===== src/rtl/wig_pkg.sv =====
// ============================================================================
// wig_pkg: shared types and constants for the window IoU gate
// Register map, reset values and the pipeline control bundle.
// ============================================================================
package wig_pkg;

    // Default coordinate width in bits
    localparam int DEF_COORD_BITS = 12;

    // Width of Q0.16 fractions
    localparam int FRAC_W = 16;

    // Configuration port
    localparam int CFG_DATA_W = 32;
    localparam int CFG_ADDR_W = 5;

    // Reset values of the thresholds
    localparam logic [FRAC_W-1:0] OVL_THR_RST  = 16'd39322;
    localparam logic [FRAC_W-1:0] CONF_THR_RST = 16'd19660;

    // Register index (byte address / 4)
    typedef enum logic [2:0] {
        REG_TRACK_VALID = 3'd0,
        REG_TRK_X       = 3'd1,
        REG_TRK_Y       = 3'd2,
        REG_TRK_W       = 3'd3,
        REG_TRK_H       = 3'd4,
        REG_OVL_THR     = 3'd5,
        REG_CONF_THR    = 3'd6
    } t_reg_idx;

    // Control bits that travel with each item down the pipeline
    typedef struct packed {
        logic valid;    // stage holds an item
        logic trk_ok;   // tracked box was valid for this item
        logic conf_hi;  // confidence above its threshold
    } t_ctl;

endpackage


===== src/rtl/wig_regs.sv =====
// ============================================================================
// wig_regs: configuration register file
// APB-style write/read access to the tracked box and thresholds.
// ============================================================================
module wig_regs #(
    parameter int COORD_BITS = wig_pkg::DEF_COORD_BITS
) (
    input  logic                                  i_clk,
    input  logic                                  i_rst_n,
    input  logic                                  psel,
    input  logic                                  penable,
    input  logic                                  pwrite,
    input  logic [wig_pkg::CFG_ADDR_W-1:0]        paddr,
    input  logic [wig_pkg::CFG_DATA_W-1:0]        pwdata,
    output logic [wig_pkg::CFG_DATA_W-1:0]        prdata,
    output logic                                  pready,
    output logic                                  o_track_valid,
    output logic signed [COORD_BITS:0]            o_trk_x,
    output logic signed [COORD_BITS:0]            o_trk_y,
    output logic [COORD_BITS-1:0]                 o_trk_w,
    output logic [COORD_BITS-1:0]                 o_trk_h,
    output logic [wig_pkg::FRAC_W-1:0]            o_ovl_thr,
    output logic [wig_pkg::FRAC_W-1:0]            o_conf_thr
);

    localparam int DW = wig_pkg::CFG_DATA_W;

    logic                       r_track_valid, n_track_valid;
    logic [COORD_BITS:0]        r_trk_x, n_trk_x;
    logic [COORD_BITS:0]        r_trk_y, n_trk_y;
    logic [COORD_BITS-1:0]      r_trk_w, n_trk_w;
    logic [COORD_BITS-1:0]      r_trk_h, n_trk_h;
    logic [wig_pkg::FRAC_W-1:0] r_ovl_thr, n_ovl_thr;
    logic [wig_pkg::FRAC_W-1:0] r_conf_thr, n_conf_thr;
    wig_pkg::t_reg_idx          reg_idx;
    logic                       wr_en;

    assign pready  = 1'b1;
    assign reg_idx = wig_pkg::t_reg_idx'(paddr[4:2]);
    assign wr_en   = psel && penable && pwrite;

    always_comb begin
        n_track_valid = r_track_valid;
        n_trk_x       = r_trk_x;
        n_trk_y       = r_trk_y;
        n_trk_w       = r_trk_w;
        n_trk_h       = r_trk_h;
        n_ovl_thr     = r_ovl_thr;
        n_conf_thr    = r_conf_thr;
        if (wr_en) begin
            unique case (reg_idx)
                wig_pkg::REG_TRACK_VALID: n_track_valid = pwdata[0];
                wig_pkg::REG_TRK_X:       n_trk_x       = pwdata[COORD_BITS:0];
                wig_pkg::REG_TRK_Y:       n_trk_y       = pwdata[COORD_BITS:0];
                wig_pkg::REG_TRK_W:       n_trk_w       = pwdata[COORD_BITS-1:0];
                wig_pkg::REG_TRK_H:       n_trk_h       = pwdata[COORD_BITS-1:0];
                wig_pkg::REG_OVL_THR:     n_ovl_thr     = pwdata[wig_pkg::FRAC_W-1:0];
                wig_pkg::REG_CONF_THR:    n_conf_thr    = pwdata[wig_pkg::FRAC_W-1:0];
                default: ;
            endcase
        end
    end

    always_ff @(posedge i_clk) begin
        if (!i_rst_n) begin
            r_track_valid <= 1'b0;
            r_trk_x       <= '0;
            r_trk_y       <= '0;
            r_trk_w       <= '0;
            r_trk_h       <= '0;
            r_ovl_thr     <= wig_pkg::OVL_THR_RST;
            r_conf_thr    <= wig_pkg::CONF_THR_RST;
        end else begin
            r_track_valid <= n_track_valid;
            r_trk_x       <= n_trk_x;
            r_trk_y       <= n_trk_y;
            r_trk_w       <= n_trk_w;
            r_trk_h       <= n_trk_h;
            r_ovl_thr     <= n_ovl_thr;
            r_conf_thr    <= n_conf_thr;
        end
    end

    always_comb begin
        unique case (reg_idx)
            wig_pkg::REG_TRACK_VALID: prdata = {{(DW-1){1'b0}}, r_track_valid};
            wig_pkg::REG_TRK_X:       prdata = {{(DW-COORD_BITS-1){1'b0}}, r_trk_x};
            wig_pkg::REG_TRK_Y:       prdata = {{(DW-COORD_BITS-1){1'b0}}, r_trk_y};
            wig_pkg::REG_TRK_W:       prdata = {{(DW-COORD_BITS){1'b0}}, r_trk_w};
            wig_pkg::REG_TRK_H:       prdata = {{(DW-COORD_BITS){1'b0}}, r_trk_h};
            wig_pkg::REG_OVL_THR:     prdata = {{(DW-wig_pkg::FRAC_W){1'b0}}, r_ovl_thr};
            wig_pkg::REG_CONF_THR:    prdata = {{(DW-wig_pkg::FRAC_W){1'b0}}, r_conf_thr};
            default:                  prdata = '0;
        endcase
    end

    assign o_track_valid = r_track_valid;
    assign o_trk_x       = signed'(r_trk_x);
    assign o_trk_y       = signed'(r_trk_y);
    assign o_trk_w       = r_trk_w;
    assign o_trk_h       = r_trk_h;
    assign o_ovl_thr     = r_ovl_thr;
    assign o_conf_thr    = r_conf_thr;

endmodule


===== src/rtl/wig_overlap.sv =====
// ============================================================================
// wig_overlap: box edge and overlap stages
// Two stages: far edges, then overlap extents and both box areas.
// ============================================================================
module wig_overlap #(
    parameter int COORD_BITS = wig_pkg::DEF_COORD_BITS
) (
    input  logic                                  i_clk,
    input  logic                                  i_rst_n,
    input  logic                                  i_valid,
    input  logic [COORD_BITS-1:0]                 i_win_x,
    input  logic [COORD_BITS-1:0]                 i_win_y,
    input  logic [COORD_BITS-1:0]                 i_win_w,
    input  logic [COORD_BITS-1:0]                 i_win_h,
    input  logic [wig_pkg::FRAC_W-1:0]            i_confidence,
    input  logic                                  i_track_valid,
    input  logic signed [COORD_BITS:0]            i_trk_x,
    input  logic signed [COORD_BITS:0]            i_trk_y,
    input  logic [COORD_BITS-1:0]                 i_trk_w,
    input  logic [COORD_BITS-1:0]                 i_trk_h,
    input  logic [wig_pkg::FRAC_W-1:0]            i_conf_thr,
    output wig_pkg::t_ctl                         o_ctl,
    output logic signed [COORD_BITS+2:0]          o_ov_w,
    output logic signed [COORD_BITS+2:0]          o_ov_h,
    output logic [2*COORD_BITS-1:0]               o_win_area,
    output logic [2*COORD_BITS-1:0]               o_trk_area
);

    localparam int EW = COORD_BITS + 3;

    // Stage 1: edges
    wig_pkg::t_ctl               r_ctl1, n_ctl1;
    logic [COORD_BITS-1:0]       r_wx1, r_wy1, r_ww1, r_wh1;
    logic [COORD_BITS:0]         r_wr1, r_wb1;
    logic signed [COORD_BITS:0]  r_tx1, r_ty1;
    logic signed [COORD_BITS+1:0] r_tr1, r_tb1;
    logic [COORD_BITS-1:0]       r_tw1, r_th1;

    // Stage 2: overlap extents and areas
    wig_pkg::t_ctl               r_ctl2;
    logic signed [EW-1:0]        r_ow2, r_oh2;
    logic [2*COORD_BITS-1:0]     r_a1_2, r_a2_2;

    logic signed [EW-1:0] wl_e, wr_e, tl_e, tr_e, wt_e, wb_e, tt_e, tb_e;
    logic signed [EW-1:0] rmin, lmax, bmin, tmax;

    always_comb begin
        n_ctl1.valid   = i_valid;
        n_ctl1.trk_ok  = i_track_valid;
        n_ctl1.conf_hi = i_confidence > i_conf_thr;
    end

    always_ff @(posedge i_clk) begin
        if (!i_rst_n) begin
            r_ctl1 <= '0;
        end else begin
            r_ctl1 <= n_ctl1;
        end
        r_wx1 <= i_win_x;
        r_wy1 <= i_win_y;
        r_ww1 <= i_win_w;
        r_wh1 <= i_win_h;
        r_wr1 <= {1'b0, i_win_x} + {1'b0, i_win_w};
        r_wb1 <= {1'b0, i_win_y} + {1'b0, i_win_h};
        r_tx1 <= i_trk_x;
        r_ty1 <= i_trk_y;
        r_tr1 <= {i_trk_x[COORD_BITS], i_trk_x} + signed'({2'b00, i_trk_w});
        r_tb1 <= {i_trk_y[COORD_BITS], i_trk_y} + signed'({2'b00, i_trk_h});
        r_tw1 <= i_trk_w;
        r_th1 <= i_trk_h;
    end

    // Bring all edges to one signed width
    always_comb begin
        wl_e = signed'({3'b000, r_wx1});
        wr_e = signed'({2'b00, r_wr1});
        tl_e = {{2{r_tx1[COORD_BITS]}}, r_tx1};
        tr_e = {r_tr1[COORD_BITS+1], r_tr1};
        wt_e = signed'({3'b000, r_wy1});
        wb_e = signed'({2'b00, r_wb1});
        tt_e = {{2{r_ty1[COORD_BITS]}}, r_ty1};
        tb_e = {r_tb1[COORD_BITS+1], r_tb1};
        rmin = (wr_e < tr_e) ? wr_e : tr_e;
        lmax = (wl_e > tl_e) ? wl_e : tl_e;
        bmin = (wb_e < tb_e) ? wb_e : tb_e;
        tmax = (wt_e > tt_e) ? wt_e : tt_e;
    end

    always_ff @(posedge i_clk) begin
        if (!i_rst_n) begin
            r_ctl2 <= '0;
        end else begin
            r_ctl2 <= r_ctl1;
        end
        r_ow2  <= rmin - lmax;
        r_oh2  <= bmin - tmax;
        r_a1_2 <= r_ww1 * r_wh1;
        r_a2_2 <= r_tw1 * r_th1;
    end

    assign o_ctl      = r_ctl2;
    assign o_ov_w     = r_ow2;
    assign o_ov_h     = r_oh2;
    assign o_win_area = r_a1_2;
    assign o_trk_area = r_a2_2;

endmodule


===== src/rtl/wig_iou.sv =====
// ============================================================================
// wig_iou: union and ratio test stages
// Intersection, union, threshold product and final compare, four stages.
// ============================================================================
module wig_iou #(
    parameter int COORD_BITS = wig_pkg::DEF_COORD_BITS
) (
    input  logic                                  i_clk,
    input  logic                                  i_rst_n,
    input  wig_pkg::t_ctl                         i_ctl,
    input  logic signed [COORD_BITS+2:0]          i_ov_w,
    input  logic signed [COORD_BITS+2:0]          i_ov_h,
    input  logic [2*COORD_BITS-1:0]               i_win_area,
    input  logic [2*COORD_BITS-1:0]               i_trk_area,
    input  logic [wig_pkg::FRAC_W-1:0]            i_ovl_thr,
    output logic                                  o_valid,
    output logic                                  o_keep,
    output logic                                  o_overlaps_track
);

    localparam int AW = 2 * COORD_BITS;
    localparam int UW = AW + 1;
    localparam int PW = UW + wig_pkg::FRAC_W;

    // Stage 3
    wig_pkg::t_ctl   r_ctl3;
    logic            r_pos3;
    logic [AW-1:0]   r_inter3;
    logic [UW-1:0]   r_sum3;
    // Stage 4
    wig_pkg::t_ctl   r_ctl4;
    logic            r_pos4;
    logic [AW-1:0]   r_inter4;
    logic [UW-1:0]   r_uni4;
    // Stage 5
    wig_pkg::t_ctl   r_ctl5;
    logic            r_pos5, r_nz5;
    logic [AW-1:0]   r_inter5;
    logic [PW-1:0]   r_prod5;
    // Stage 6 (output)
    logic            r_valid6, r_keep6, r_ovl6;

    logic            pos;
    logic            ovl;
    logic [PW-1:0]   inter_sh;

    // Overlap is positive only when both extents are above zero
    assign pos = !i_ov_w[COORD_BITS+2] && (i_ov_w != '0)
              && !i_ov_h[COORD_BITS+2] && (i_ov_h != '0);

    always_ff @(posedge i_clk) begin
        if (!i_rst_n) begin
            r_ctl3 <= '0;
            r_ctl4 <= '0;
            r_ctl5 <= '0;
        end else begin
            r_ctl3 <= i_ctl;
            r_ctl4 <= r_ctl3;
            r_ctl5 <= r_ctl4;
        end
        r_pos3   <= pos;
        r_inter3 <= pos ? (i_ov_w[COORD_BITS-1:0] * i_ov_h[COORD_BITS-1:0]) : '0;
        r_sum3   <= {1'b0, i_win_area} + {1'b0, i_trk_area};

        r_pos4   <= r_pos3;
        r_inter4 <= r_inter3;
        r_uni4   <= r_sum3 - {1'b0, r_inter3};

        r_pos5   <= r_pos4;
        r_nz5    <= r_uni4 != '0;
        r_inter5 <= r_inter4;
        r_prod5  <= i_ovl_thr * r_uni4;
    end

    assign inter_sh = {1'b0, r_inter5, {wig_pkg::FRAC_W{1'b0}}};
    assign ovl      = r_ctl5.trk_ok && r_pos5 && r_nz5 && (inter_sh > r_prod5);

    always_ff @(posedge i_clk) begin
        if (!i_rst_n) begin
            r_valid6 <= 1'b0;
        end else begin
            r_valid6 <= r_ctl5.valid;
        end
        r_keep6 <= r_ctl5.conf_hi || ovl;
        r_ovl6  <= ovl;
    end

    assign o_valid          = r_valid6;
    assign o_keep           = r_keep6;
    assign o_overlaps_track = r_ovl6;

`ifndef SYNTH
    // Intersection never exceeds the sum of both areas
    a_union_covers: assert property (@(posedge i_clk) disable iff (!i_rst_n)
        r_ctl3.valid |-> (r_sum3 >= {1'b0, r_inter3}))
        else $error("wig_iou: intersection larger than area sum");
`endif

endmodule


===== src/rtl/window_iou_gate.sv =====
// ============================================================================
// window_iou_gate: IoU gate for candidate windows
// Keeps a window on confidence or on overlap with the tracked box.
// ============================================================================
// Usage
//   Input: drive one candidate window (i_win_x/y/w/h, i_confidence) with
//   start high; it transfers at the edge where start is high and busy is low.
//   busy never rises, so a new window can transfer in every cycle.
//   Output: o_valid strobes for one cycle with o_keep and o_overlaps_track;
//   the receiver must take the result in that cycle, there is no stall.
//   Pipeline: a transferred window reaches the result ports through six
//   register stages. Throughput: one window per cycle, set by the fully
//   pipelined datapath: edges, overlap/areas, intersection, union,
//   threshold product, compare.
//   Configuration: APB-style, register i at byte address 4*i, pready tied
//   high. Write the tracked box and thresholds only while no window is in
//   flight. Reset (synchronous, active low) drops all in-flight windows and
//   loads the register reset values (thresholds about 0.6 and 0.3).
// ============================================================================
module window_iou_gate #(
    parameter int COORD_BITS = wig_pkg::DEF_COORD_BITS
) (
    input  logic                              i_clk,
    input  logic                              i_rst_n,
    // Window channel
    input  logic                              start,
    output logic                              busy,
    input  logic [COORD_BITS-1:0]             i_win_x,
    input  logic [COORD_BITS-1:0]             i_win_y,
    input  logic [COORD_BITS-1:0]             i_win_w,
    input  logic [COORD_BITS-1:0]             i_win_h,
    input  logic [wig_pkg::FRAC_W-1:0]        i_confidence,
    // Result channel
    output logic                              o_valid,
    output logic                              o_keep,
    output logic                              o_overlaps_track,
    // Configuration port
    input  logic                              psel,
    input  logic                              penable,
    input  logic                              pwrite,
    input  logic [wig_pkg::CFG_ADDR_W-1:0]    paddr,
    input  logic [wig_pkg::CFG_DATA_W-1:0]    pwdata,
    output logic [wig_pkg::CFG_DATA_W-1:0]    prdata,
    output logic                              pready
);

    logic                        track_valid;
    logic signed [COORD_BITS:0]  trk_x, trk_y;
    logic [COORD_BITS-1:0]       trk_w, trk_h;
    logic [wig_pkg::FRAC_W-1:0]  ovl_thr, conf_thr;

    wig_pkg::t_ctl               ctl2;
    logic signed [COORD_BITS+2:0] ov_w, ov_h;
    logic [2*COORD_BITS-1:0]     win_area, trk_area;
    logic                        in_xfer;

    // The pipeline never stalls: the receiver must take every strobe; the block does not enforce this.
    assign busy    = 1'b0;
    assign in_xfer = start && !busy;

    wig_regs #(
        .COORD_BITS (COORD_BITS)
    ) u_regs (
        .i_clk         (i_clk),
        .i_rst_n       (i_rst_n),
        .psel          (psel),
        .penable       (penable),
        .pwrite        (pwrite),
        .paddr         (paddr),
        .pwdata        (pwdata),
        .prdata        (prdata),
        .pready        (pready),
        .o_track_valid (track_valid),
        .o_trk_x       (trk_x),
        .o_trk_y       (trk_y),
        .o_trk_w       (trk_w),
        .o_trk_h       (trk_h),
        .o_ovl_thr     (ovl_thr),
        .o_conf_thr    (conf_thr)
    );

    // Stages 1-2: edges, overlap extents, box areas
    wig_overlap #(
        .COORD_BITS (COORD_BITS)
    ) u_overlap (
        .i_clk         (i_clk),
        .i_rst_n       (i_rst_n),
        .i_valid       (in_xfer),
        .i_win_x       (i_win_x),
        .i_win_y       (i_win_y),
        .i_win_w       (i_win_w),
        .i_win_h       (i_win_h),
        .i_confidence  (i_confidence),
        .i_track_valid (track_valid),
        .i_trk_x       (trk_x),
        .i_trk_y       (trk_y),
        .i_trk_w       (trk_w),
        .i_trk_h       (trk_h),
        .i_conf_thr    (conf_thr),
        .o_ctl         (ctl2),
        .o_ov_w        (ov_w),
        .o_ov_h        (ov_h),
        .o_win_area    (win_area),
        .o_trk_area    (trk_area)
    );

    // Stages 3-6: intersection, union, threshold product, compare
    wig_iou #(
        .COORD_BITS (COORD_BITS)
    ) u_iou (
        .i_clk            (i_clk),
        .i_rst_n          (i_rst_n),
        .i_ctl            (ctl2),
        .i_ov_w           (ov_w),
        .i_ov_h           (ov_h),
        .i_win_area       (win_area),
        .i_trk_area       (trk_area),
        .i_ovl_thr        (ovl_thr),
        .o_valid          (o_valid),
        .o_keep           (o_keep),
        .o_overlaps_track (o_overlaps_track)
    );

`ifndef SYNTH
    // Every transfer yields its result strobe
    a_latency: assert property (@(posedge i_clk) disable iff (!i_rst_n)
        in_xfer |-> ##6 o_valid)
        else $error("window_iou_gate: result strobe missing");

    // No result strobe without a matching earlier transfer
    a_no_spurious: assert property (@(posedge i_clk) disable iff (!i_rst_n)
        !in_xfer |-> ##6 !o_valid)
        else $error("window_iou_gate: unexpected result strobe");

    // An overlapping window is always kept
    a_ovl_keeps: assert property (@(posedge i_clk) disable iff (!i_rst_n)
        (o_valid && o_overlaps_track) |-> o_keep)
        else $error("window_iou_gate: overlap without keep");
`endif

endmodule


===== config.mk =====
export PLATFORM = sky130hd
export DESIGN_NAME = window_iou_gate
export DESIGN_NICKNAME = d
export VERILOG_FILES = /design/src/rtl/wig_pkg.sv /design/src/rtl/wig_regs.sv /design/src/rtl/wig_overlap.sv /design/src/rtl/wig_iou.sv /design/src/rtl/window_iou_gate.sv
export SDC_FILE = /design/constraint.sdc
export NUM_CORES = 2
export LEC_CHECK = 0
export ABC_CLOCK_PERIOD_IN_PS = 7400
export BUFFER_PORTS_ARGS = -buffer_cell sky130_fd_sc_hd__buf_4
export CAP_MARGIN = 20
export CORE_ASPECT_RATIO = 1.4
export CORE_MARGIN = 1
export CORE_UTILIZATION = 55
export DETAILED_ROUTE_END_ITERATION = 16
export GPL_TIMING_DRIVEN = 1
export PLACE_DENSITY = 0.83
export SYNTH_ARGS = -nofsm -noshare
export SYNTH_HDL_FRONTEND = slang
export SYNTH_SLANG_ARGS = --single-unit

===== constraint.sdc =====
create_clock -name i_clk -period 7.4 [get_ports i_clk]
set_clock_uncertainty 0.1 [all_clocks]
set_input_delay 1.11 -clock i_clk [delete_from_list [all_inputs] [get_ports i_clk]]
set_output_delay 1.11 -clock i_clk [all_outputs]
set_load 0.05 [all_outputs]

# == Word level (Yosys, flattened, before mapping) ==
# Index checks and enable logic that the tools add are counted.
# totals
elab_cells,102
register_bits,498
# op_classes
reduce_logical,22
addsub,8
mul,4
muxes,5
eq_ne,6
magnitude_cmp,6
# ops
operator,n
$pmux W16 S7,1
$mul A12 B12 Y24,3
$mux W15,4
$gt A40 B41 Y1,1
$mul A16 B25 Y41,1
$reduce_bool A15 Y1,2
$sub A15 B15 Y15,2
$add A13 B13 Y14,2
$lt A14 B14 Y1,2
$add A12 B12 Y13,2
$gt A13 B13 Y1,2
$add A24 B24 Y25,1
$reduce_bool A25 Y1,1
$sub A25 B24 Y25,1
$gt A16 B16 Y1,1
$reduce_and A2 Y1,7
$eq A3 B3 Y1 const B,3
$logic_and A1 B1 Y1,8
$eq A3 B2 Y1 const B,2
$eq A3 B1 Y1 const B,1
$logic_not A3 Y1,1
$logic_not A1 Y1,2
$logic_or A1 B1 Y1,1

# == Logic depth before layout (Yosys ltp) ==
# depth
ltp_word,4
ltp_mapped,24
depth_no_buf,22

# == Cells and area by module ==
# From an unflattened synthesis, not the netlist that was laid out.
# unflattened
hier_cells,5279
hier_area_um2,48012.3
# by_module_without_submodules
mod,instances,cells_per_inst,seq_area_each_um2,area_each_um2
wig_iou,1,2726,3583.4,24463.5
wig_overlap,1,2138,4724.5,19681.4
wig_regs,1,413,1661.6,3856.2
window_iou_gate,1,2,0.0,11.3

# == Worst setup path before layout ==
# OpenSTA, ideal clock, no wires.
# synth_path
kind,flip-flop to flip-flop
from,register u_regs.r_ovl_thr (netlist bit u_regs.o_ovl_thr[7])
to,register u_iou.r_prod5[39]
setup_ns,0.103
path_stages_with_launch,24
synth_period_minus_slack_ns,6.075
t_required_ns,7.197
setup_slack_ns,1.325
arrival_time_ns,5.871
path_cell_list,dfxtp_1 > clkbuf_1 > clkbuf_1 > nand2_1 > fa_1 > inv_1 > fa_1 > inv_1 > fa_1 > inv_1 > fa_1 > fa_1 > inv_1 > fa_1 > inv_1 > ha_1 > o21ai_0 > a211oi_1 > nand4_1 > o21bai_2 > nand4b_1 > a41o_1 > mux2i_1 > a2111oi_2
# synth_via
elab_chain_len,1
# synth_lines
item,line_no,text
start: declaration,wig_regs.sv:33,"logic [wig_pkg::FRAC_W-1:0] r_ovl_thr, n_ovl_thr;"
start signal: assignment,wig_regs.sv:71,r_ovl_thr <= wig_pkg::OVL_THR_RST;
start signal: assignment,wig_regs.sv:79,r_ovl_thr <= n_ovl_thr;
$mul A16 B25 Y41,wig_iou.sv:72,r_prod5 <= i_ovl_thr * r_uni4;
end signal: assignment,wig_iou.sv:72,
end: declaration,wig_iou.sv:39,logic [PW-1:0] r_prod5;
# Every way passes these cells.
# A chain may end at the register's enable or synchronous reset.

# == Worst setup path in the final report ==
# layout_path
from,register u_regs.r_ovl_thr (netlist bit u_regs.o_ovl_thr[10])
to,register u_iou.r_prod5[39]
# The elaborated chain is that of the path after synthesis.

==> flow_summary.ini <==
[run_status]
status = completed

[sta]
period_share = 0.922
slew_headroom = 0.282
finalMaxSlewViolations = 0
setup_violations = 0
tns_ps = 0
fin_crit_ps = 6820
max_freq_mhz = 147
final_hold_viol_count = 0
worst_slew_pin_slew_ps = 1080
rsz0062_at_grt = no

[floorplan]
dieWidth_um = 251
io_pins = 144
coreArea_sq_mm = 0.0858
die_y_um = 350
core.rowCount = 127
start_util = 0.556
die_area_sq_mm = 0.0879

[detailed_routing]
first_pass_iters = 6
route.detailed.drc = 0
drt_wl_total_mm = 124
antenna_left = 0
route.detailed.wl_per_inst_um = 19.3
vias_per_cell = 5.70
vias = 36800
dr.first_iter.drc_count = 2392

[grt]
overflow = 0
grt_pass1_vias = 39600
grt_usage = 0.293
antenna_found_initial = 0
grt_pass1_wl_mm = 201
grt_max_degree = 100

[logic_synthesis]
synth_edf_count = 0
synthArstFlopShare = 0
syn_area_sq_mm = 0.0477
synth_top_flop_cell = dfxtp_1
synth-seq-area-share = 0.209
synth.distinct_cells = 79
synth_top_area_frac = 0.264
ys_ff_latch = 498
synthTopCellsByCount = inv_1 (890), nand2_1 (783), fa_1 (628), ha_1 (513), dfxtp_1 (498)
netlist_instances = 5313
synth_warnings = 0
synth_top_cell_by_area = fa_1
yosysMostFrequentCell = inv_1
synthTopCellsByArea = fa_1 (26%), dfxtp_1 (21%), ha_1 (13%), inv_1 (7.0%), nand2_1 (6.2%)
avgSynthCellArea_sq_um = 8.98

[layout]
synthToLayoutAreaGrowth_pct = 6.89
fillers = 7219
nets = 6559
drive_gt1_frac = 0.0523

[clocking]
cts_resized = 0
cts_buffers = 49
cts_hold_buf = 0
clk_pin_slew_ps = 70
htreeDepth = 2
cts_root_buf = clkbuf_16
clock_latency_ps = 620
post_cts_buffers = 0
cts.path.max_buffers = 3
cts_tree = yes
cts_sinks = 498

[hold_path]
hp-class = flip-flop to flip-flop
whs_path_depth = 0

[critical_path]
arrival_ps = 7230
required_ps = 7810
critPathMaxFanout = 27
path_class = flip-flop to flip-flop
reg2regPathDepth = 19
critPathLaunchType = flip-flop
crit_path_end_kind = flip-flop

[placed_design]
numPortBuffers = 107
globalplace.congestion = 0.986
dp_hpwl_mm = 100

[run]
maxCapViolCount = 0
==> final timing paths <==
kind                                      startpoint            endpoint  slack, ps
worst min register to register    u_iou.r_inter4[12]  u_iou.r_inter5[12]        230
worst max register to register  u_regs.o_ovl_thr[10]   u_iou.r_prod5[39]        580
worst min-delay path              u_iou.r_inter4[12]  u_iou.r_inter5[12]        230
worst max-delay path            u_regs.o_ovl_thr[10]   u_iou.r_prod5[39]        580
==> per-layer routing <==
layer / vias to the layer above / track usage / wire length [um]
met5: - / 0 / 0
met4: 0 / 0.237 / 11800
met3: 613 / 0.0421 / 7550
met2: 1408 / 0.527 / 62900
met1: 18000 / 0.303 / 42300
li1: 16800 / - / -
==> cells in the final DEF, fill, tap and decap left out, types with 21 or more instances in the layout <==
| master | Yosys | layout |
|---|---|---|
| a21o_1 | 78 | 78 |
| nand2_1 | 783 | 783 |
| or3_1 | 23 | 23 |
| o21ai_0 | 126 | 126 |
| nor2b_1 | 71 | 71 |
| inv_1 | 890 | 890 |
| a21oi_1 | 176 | 176 |
| a21boi_0 | 68 | 68 |
| xnor2_1 | 125 | 125 |
| and3_1 | 28 | 28 |
| nand3_1 | 62 | 62 |
| nand4_1 | 31 | 31 |
| conb_1 | 2 | 22 |
| ha_1 | 513 | 513 |
| xor2_1 | 37 | 37 |
| nor3_1 | 61 | 60 |
| nor2_1 | 171 | 171 |
| mux2i_1 | 52 | 52 |
| clkbuf_16 | 0 | 49 |
| and2_1 | 323 | 323 |
| a31oi_1 | 21 | 21 |
| o21a_1 | 31 | 31 |
| fa_1 | 628 | 628 |
| nand2b_1 | 33 | 33 |
| buf_4 | 18 | 150 |
| a211oi_1 | 21 | 21 |
| dfxtp_1 | 498 | 498 |
==> cell families (layout without fill, tap and decap cells) <==
| kind of cell | after synthesis | count (layout) | share of synthesized area |
|---|---|---|---|
| XOR/XNOR | 162 | 162 | 0.0298 |
| AND/OR/NAND/NOR | 1644 | 1644 | 0.163 |
| AO/OA/AOI/OAI | 687 | 687 | 0.0960 |
| adder cells (fa/ha/maj) | 1141 | 1141 | 0.398 |
| buffers and inverters | 1114 | 1131 | 0.0893 |
| flip-flops | 498 | 498 | 0.209 |
| multiplexers | 65 | 65 | 0.0140 |
| other | 2 | 24 | 0.000157 |
==> registers in the layout, summed over array words and instances (netlist names), 13 cells and up <==
| name | flops |
|---|---|
| u_iou.r_inter4 | 24 |
| u_overlap.o_win_area | 24 |
| u_regs.o_trk_x | 13 |
| u_overlap.o_ov_h | 15 |
| u_regs.o_conf_thr | 16 |
| u_iou.r_prod5 | 41 |
| u_overlap.r_tr1 | 14 |
| u_iou.r_inter5 | 24 |
| u_overlap.r_tb1 | 14 |
| u_overlap.r_ty1 | 13 |
| u_overlap.r_tx1 | 13 |
| u_iou.r_sum3 | 25 |
| u_overlap.r_wb1 | 13 |
| u_overlap.o_trk_area | 24 |
| u_overlap.r_wr1 | 13 |
| u_regs.o_ovl_thr | 16 |
| u_overlap.o_ov_w | 15 |
| u_iou.r_uni4 | 25 |
| u_regs.o_trk_y | 13 |
| u_iou.r_inter3 | 24 |
==> through the flow <==
stage	worst slack, ps	hold slack, ps	instances	instance area, sq um	util
floorplan	1330	210	5333	47800	-
global placement	706	211	6355	49300	0.575
detailed placement	702	212	6355	49300	0.575
CTS	657	227	6445	51000	0.594
global route	166	227	6446	51000	0.594
finish	579	226	6448	51000	0.594
==> cell type report <==
type | count | area, sq um | share of cell area
Tap cell | 1096 | 1370 | 0.0269
Clock buffer | 61 | 1330 | 0.0261
Clock inverter | 29 | 278 | 0.00545
Multi-Input combinational cell | 3721 | 33500 | 0.658
Timing Repair Buffer | 151 | 1140 | 0.0223
Sequential cell | 498 | 9970 | 0.196
Antenna cell | 2 | 5.00 | 0.0000982
Inverter | 890 | 3340 | 0.0655
==> critical path, stage by stage, from the launching register on <==
cell,delay [ps]
dfxtp_1,1030
nand2_1,180
fa_1,580
inv_1,50
fa_1,540
fa_1,440
fa_1,500
fa_1,520
inv_1,50
fa_1,480
inv_1,40
ha_1,390
nor2_1,70
a211oi_1,320
nand4_1,190
o21bai_2,270
nand4b_1,160
a41o_1,310
mux2i_1,150
a2111oi_2,330
Power is left out: the tool's default activity adds up to more than one toggle a clock period on the data nets, which glitch-free logic cannot reach.
